### src/sv/rwd_pkg.sv
// Shared types, constants and latencies for the ray wall distance select unit.
package rwd_pkg;

  // Column tag width default
  localparam int COLUMN_BITS_DEF = 12;
  localparam int COLUMN_W        = 12;

  // Field widths
  localparam int COORD_W = 24;
  localparam int ANGLE_W = 16;
  localparam int HEAD_W  = 16;
  localparam int SQ_W    = 49;
  localparam int ROOT_W  = 25;
  localparam int REM_W   = 27;
  localparam int MAG_W   = 18;
  localparam int DIST_W  = 32;

  // Pipeline depths
  localparam int SQD_LAT   = 4;
  localparam int ISQRT_LAT = ROOT_W;
  localparam int COS_LAT   = 11;
  localparam int COS_DLY   = SQD_LAT + ISQRT_LAT - COS_LAT;

  // Phase and polynomial constants
  localparam logic [17:0] RAY_TURN_MUL = 18'd166886;
  localparam logic [16:0] HEAD_DIV_MUL = 17'd93207;
  localparam logic [30:0] HEAD_REM_MUL = 31'd1527099484;
  localparam logic [6:0]  HEAD_DIV    = 7'd90;
  localparam logic [30:0] S1 = 31'd1686629713;
  localparam logic [30:0] S3 = 31'd693598660;
  localparam logic [30:0] S5 = 31'd85569306;
  localparam logic [30:0] S7 = 31'd5026988;
  localparam logic [17:0] S9 = 18'd172271;

  // Control carried with each item
  typedef struct packed {
    logic valid;
    logic side;
  } tag_t;

  // Cosine magnitude and sign
  typedef struct packed {
    logic [MAG_W-1:0] mag;
    logic             neg;
  } cos_t;

endpackage

### src/sv/rwd_isqrt.sv
// Pipelined floor square root, one result bit per stage.
module rwd_isqrt #(
  parameter int COL_W = rwd_pkg::COLUMN_BITS_DEF
) (
  input  logic                        clk,
  input  logic                        rst,
  input  logic                        en,
  input  rwd_pkg::tag_t               tag_in,
  input  logic [COL_W-1:0]            col_in,
  input  logic [rwd_pkg::SQ_W-1:0]    sq_in,
  output rwd_pkg::tag_t               tag_out,
  output logic [COL_W-1:0]            col_out,
  output logic [rwd_pkg::ROOT_W-1:0]  root_out
);
  import rwd_pkg::*;

  localparam int N  = ROOT_W;
  localparam int VW = 2 * ROOT_W;

  logic [REM_W-1:0]  rem  [0:N];
  logic [ROOT_W-1:0] root [0:N];
  logic [VW-1:0]     vrest[0:N];
  tag_t              tg   [0:N];
  logic [COL_W-1:0]  cl   [0:N];

  assign rem[0]   = '0;
  assign root[0]  = '0;
  assign vrest[0] = VW'(sq_in);
  assign tg[0]    = tag_in;
  assign cl[0]    = col_in;

  for (genvar i = 0; i < N; i++) begin : g_stage
    logic [REM_W+1:0] rem2;
    logic [REM_W+1:0] trial;
    assign rem2  = {rem[i], vrest[i][VW-1 -: 2]};
    assign trial = (REM_W+2)'({root[i], 2'b01});

    // Try the next root bit, keep it if the remainder allows
    always_ff @(posedge clk) begin
      if (rst) begin
        tg[i+1].valid <= 1'b0;
      end else if (en) begin
        tg[i+1] <= tg[i];
        cl[i+1] <= cl[i];
        vrest[i+1] <= {vrest[i][VW-3:0], 2'b00};
        if (rem2 >= trial) begin
          rem[i+1]  <= REM_W'(rem2 - trial);
          root[i+1] <= {root[i][ROOT_W-2:0], 1'b1};
        end else begin
          rem[i+1]  <= REM_W'(rem2);
          root[i+1] <= {root[i][ROOT_W-2:0], 1'b0};
        end
      end
    end
  end

  assign tag_out  = tg[N];
  assign col_out  = cl[N];
  assign root_out = root[N];

endmodule

### config.mk
export PLATFORM = sky130hd
export DESIGN_NAME = rwd_isqrt
export DESIGN_NICKNAME = d
export VERILOG_FILES = /design/src/sv/rwd_pkg.sv /design/src/sv/rwd_isqrt.sv
export SDC_FILE = /design/constraint.sdc
export NUM_CORES = 2
export LEC_CHECK = 0
export ABC_AREA = 1
export BUFFER_PORTS_ARGS = -buffer_cell sky130_fd_sc_hd__buf_2
export CORE_ASPECT_RATIO = 1.25
export CORE_MARGIN = 10
export CORE_UTILIZATION = 35
export CTS_CLUSTER_SIZE = 28
export DETAILED_ROUTE_END_ITERATION = 8
export SYNTH_ARGS = -nofsm -noshare
export SYNTH_HDL_FRONTEND = slang
export SYNTH_SLANG_ARGS = --single-unit
### constraint.sdc
create_clock -name clk -period 87.7 [get_ports clk]
set_input_delay 8.77 -clock clk [delete_from_list [all_inputs] [get_ports clk]]
set_output_delay 8.77 -clock clk [all_outputs]
set_load 0.02 [all_outputs]
-- Yosys cells after proc, flatten, opt, wreduce, memory -nomap -nowiden
Cells that the tools add are included.
- logic and storage cells: 249
- input port bits: 66
- bits in registers: 1898
- output and inout port bits: 39
- bitwise operators: 1
- muxes and demuxes: 49
- add/sub/neg operators: 24
- magnitude comparators: 25
- reductions and logical operators: 1
- operators with widths (kind ; number):
    $mux 27 ; 23
    $ge 29x10->1 ; 1
    $ge 29x11->1 ; 1
    $ge 29x12->1 ; 1
    $ge 29x13->1 ; 1
    $ge 29x14->1 ; 1
    $ge 29x15->1 ; 1
    $ge 29x16->1 ; 1
    $ge 29x17->1 ; 1
    $ge 29x18->1 ; 1
    $ge 29x19->1 ; 1
    $ge 29x20->1 ; 1
    $ge 29x21->1 ; 1
    $ge 29x22->1 ; 1
    $ge 29x23->1 ; 1
    $ge 29x24->1 ; 1
    $ge 29x25->1 ; 1
    $ge 29x26->1 ; 1
    $ge 29x3->1 ; 1
    $ge 29x4->1 ; 1
    $ge 29x5->1 ; 1
    $ge 29x6->1 ; 1
    $ge 29x7->1 ; 1
    $ge 29x8->1 ; 1
    other kinds (29) ; 54

-- Depth between registers and ports, before layout
- depth after elaboration: 2
- depth in mapped cells: 16
- gate-level depth less buffers: 15

-- Worst setup path after synthesis
No wires, ideal clock.
- path type: input to register
- start point: input en
- end point: register cl[100] (netlist bit) (enable)
- stages on the path: 4
- arrival: 85.570 ns
- required time: 83.578 ns
- slack: -1.993 ns
- cells stage by stage: clkbuf_1 -> clkinv_1 -> clkbuf_1 -> nor2_1
- longest elaborated chain between the ends: 1
- RTL lines (what ; line ; source):
    start, declared ; rwd_isqrt.sv:7 ; input logic en,
    $reduce_and 2->1 (no source line) ; - ;
    end signal, assigned by index ; rwd_isqrt.sv:44 ; cl[i+1] <= cl[i];
    end, declared ; rwd_isqrt.sv:24 ; logic [COL_W-1:0] cl [0:N];
No other way between the ends.
A chain may end at the register's enable or synchronous reset.

-- Worst setup path in the final report
- start point: input en
- end point: register root (netlist bit g_stage[23].trial[19]) (enable)
- longest elaborated chain between the ends: 1
- RTL lines (what ; line ; source):
    $reduce_and 2->1 (no source line) ; - ;
    end signal, assigned by index ; rwd_isqrt.sv:48 ; root[i+1] <= {root[i][ROOT_W-2:0], 1'b1};
    end signal, assigned by index ; rwd_isqrt.sv:51 ; root[i+1] <= {root[i][ROOT_W-2:0], 1'b0};
    end, declared ; rwd_isqrt.sv:21 ; logic [ROOT_W-1:0] root [0:N];
No other way between the ends.

==> impl_metrics.yaml <==
grt:
  grt_antenna_before_repair: 5
  gr-usage-all-layers: 0.147
  grt-ovfl-total: 0
  grt_first_pass_wirelength_um: 346000
  grt_pass1_vias: 63672
  grt_start_max_net_pins: 189
power_and_ir_drop:
  powerDensity_nw_per_um2: 20.0
  vdd_drop_max_mv: 0.0166
  p_leak_nw: 46.5
sta:
  rsz0062_at_grt: "false"
  worstMarginPinSlew_ps: 1020
  period_needed_ps: 14500
  timing.final.crit_share: 0.165
  setup_viol: 0
  skew_ps: 92.9
  hold_violations: 0
  setup_tns_ps: 0
  fmax_mhz: 68.9
  slew_headroom: 0.323
  drv_slew: 0
clock_tree:
  cts_buffer_depth: 4
  cts_root_buf: "clkbuf_16"
  cts_tree: "built"
  cts_inserted_buffers: 198
  h-tree-depth: 4
  cts_setup_buffers: 0
  cts_hold_buffers: 0
  path_clk_slew_ps: 60
  cts_resized: 0
  clock_sinks: 1868
  clk_latency_ps: 890
die:
  die_h_um: 604
  fp-row-count: 214
  fp.coreArea_sq_um: 272000
  ios: 105
  die_w_um: 487
  initial_core_util: 0.351
  die_area_sq_um: 294000
place:
  io_buffers: 104
  dpl.hpwl_um: 168000
  place.gp.congestion: 0.913
logic_synthesis:
  synth_common_cells: "3631 x nand2_1, 1843 x edfxtp_1, 1737 x inv_1"
  syn_avg_cell_area_sq_um: 9.23
  synthesis.instances: 10333
  syn_nets: 10750
  synth-edff-count: 1843
  netlist_area_sq_um: 95400
  synthArstFlopShare: 0
  synth_area_leaders: "edfxtp_1 58%, nand2_1 14%, inv_1 6.8%"
  synth_cell_types: 50
  yosysWarnings: 0
  synth-main-ff-cell: "edfxtp_1"
  synth-seq-cells: 1868
  ys_seq_area_frac: 0.585
  synth_most_common_cell: "nand2_1"
  synth_top_area_share: 0.580
  yosysTopAreaCell: "edfxtp_1"
worst_setup_path:
  required_ps: 88190
  arrival_ps: 14990
  worst_r2r_path_depth: 12
  r2r_start: "g_stage[18].rem2[8]"
  worst_setup_path_start_kind: "input port"
  path_cells: "buf_2, clkinv_1, nor2_4, buf_4, buf_12, buf_4, buf_12, buf_4"
  regToRegSetupSlack_ps: 84620
  critPathCapture: "g_stage[23].trial[19]"
  r2r_end: "g_stage[19].rem2[17]"
  critical_path_class: "in -> reg"
  slowest_stage: "nor2_4"
  cp-startpoint: "en"
  critPathCaptureType: "register"
  path_max_fanout: 188
  worst_path_most_repeated_cell: "buf_4"
  critPathMaxStageDelay_ps: 920
run_status:
  status: "finished clean"
route:
  top_layer_used: "met4"
  viasPerCell: 4.58
  drtIter0Drc: 4136
  drc: 0
  wl_met2_um: 112000
  wl_per_cell_um: 15.5
  vias: 65358
  wl_um: 222000
  met1_length_um: 90400
  met3_length_um: 7990
  detail-route-antenna-nets: 0
  drtPass1Iterations: 8
cells_and_area:
  syn_to_final_growth_pct: 11.6
  fin_util: 0.392
  multi_input_area_sq_um: 32000
  nFillCells: 27208
  nets: 10972
  layout.area.seq_sq_um: 55800
  drive_gt1_frac: 0.0656
job:
  drv_cap: 0
min_path:
  hold_class: "reg -> reg"
## layout by cell type, fill, tap and decap left out, drive strengths merged, types with 3 or more instances in the layout
cell type,count
nand3b,93
dfxtp,25
a21boi,3
o21bai,8
clkinv,79
nand4,160
ha,351
a21oi,345
nor3b,7
clkinvlp,16
nand3,552
o211ai,4
inv,1816
nor3,86
xnor2,50
bufinv,31
xor2,176
nor2,836
buf,122
o21ai,150
nor4,4
and3,7
nand2,3674
and2,18
edfxtp,1843
or2,28
clkbuf,221
## stage by stage
step                cell area, sq um  power (mW)  hold WS [ps]  std cells  setup slack [ps]
finish                        106000        2.13           351      14275             73200
detailed placement             99800        1.29           405      13919             72170
global route                  106000        2.23           355      14274             72640
floorplan                      95400        1.28           400      10333             29390
CTS                           106000        2.17           347      14273             73130
global placement               99800        1.28           400      13919             72230
## how the worst min path moves through the flow
stage,from,endpoint,cells after the start
after floorplan,cl[112],cl[100],0
after global placement,vrest[735],vrest[687],0
after detailed placement,cl[138],cl[126],0
after CTS,vrest[596],g_stage[15].rem2[0],0
after global routing,vrest[594],vrest[546],0
final,vrest[1165],vrest[1117],0
## sequential cells by signal, indices dropped and copies added, names as in the netlist
| register | cells |
|---|---|
| cl | 288 |
| vrest | 552 |
| g_stage.trial | 300 |
| root_out | 25 |
| col_out | 12 |
| tag_out | 2 |
| g_stage.rem2 | 641 |
| tg | 48 |
## cells by family after synthesis
group | count (synthesis) | share of synthesized area
simple gates | 5466 | 0.238
buf+inv | 1909 | 0.0798
fa+ha+maj | 351 | 0.0460
other cells | 1 | 0.0000393
flops | 1868 | 0.585
xor+xnor | 226 | 0.0207
compound gates | 512 | 0.0304
## layout make-up
cell class,count,share of cell area
clock buffer,221,0.0477
clock inverter,133,0.0151
timing repair buffer,122,0.00686
antenna,2,0.0000470
tap,3564,0.0419
inverter,1809,0.0639
sequential,1868,0.524
multi-input combinational,6556,0.300
## worst max-delay path: cells and delay by family
kind / cells / cell delay, ps
buffers and inverters: 7 / 4860
AND/OR/NAND/NOR: 1 / 920
## routing by layer
layer | GRT usage | vias to the layer above
met4 | 0.0680 | 0
met1 | 0.170 | 29874
li1 | - | 33732
met5 | 0 | -
met2 | 0.267 | 1244
met3 | 0.0189 | 508
## report_power, final
group	total [mW]	leakage (nW)	internal, mW	switching (mW)
clock network	0.863	3.24	0.511	0.352
registers	1.05	17.4	1.03	0.0238
logic	0.212	25.9	0.0666	0.146
Power figures use the tool's default switching activity.
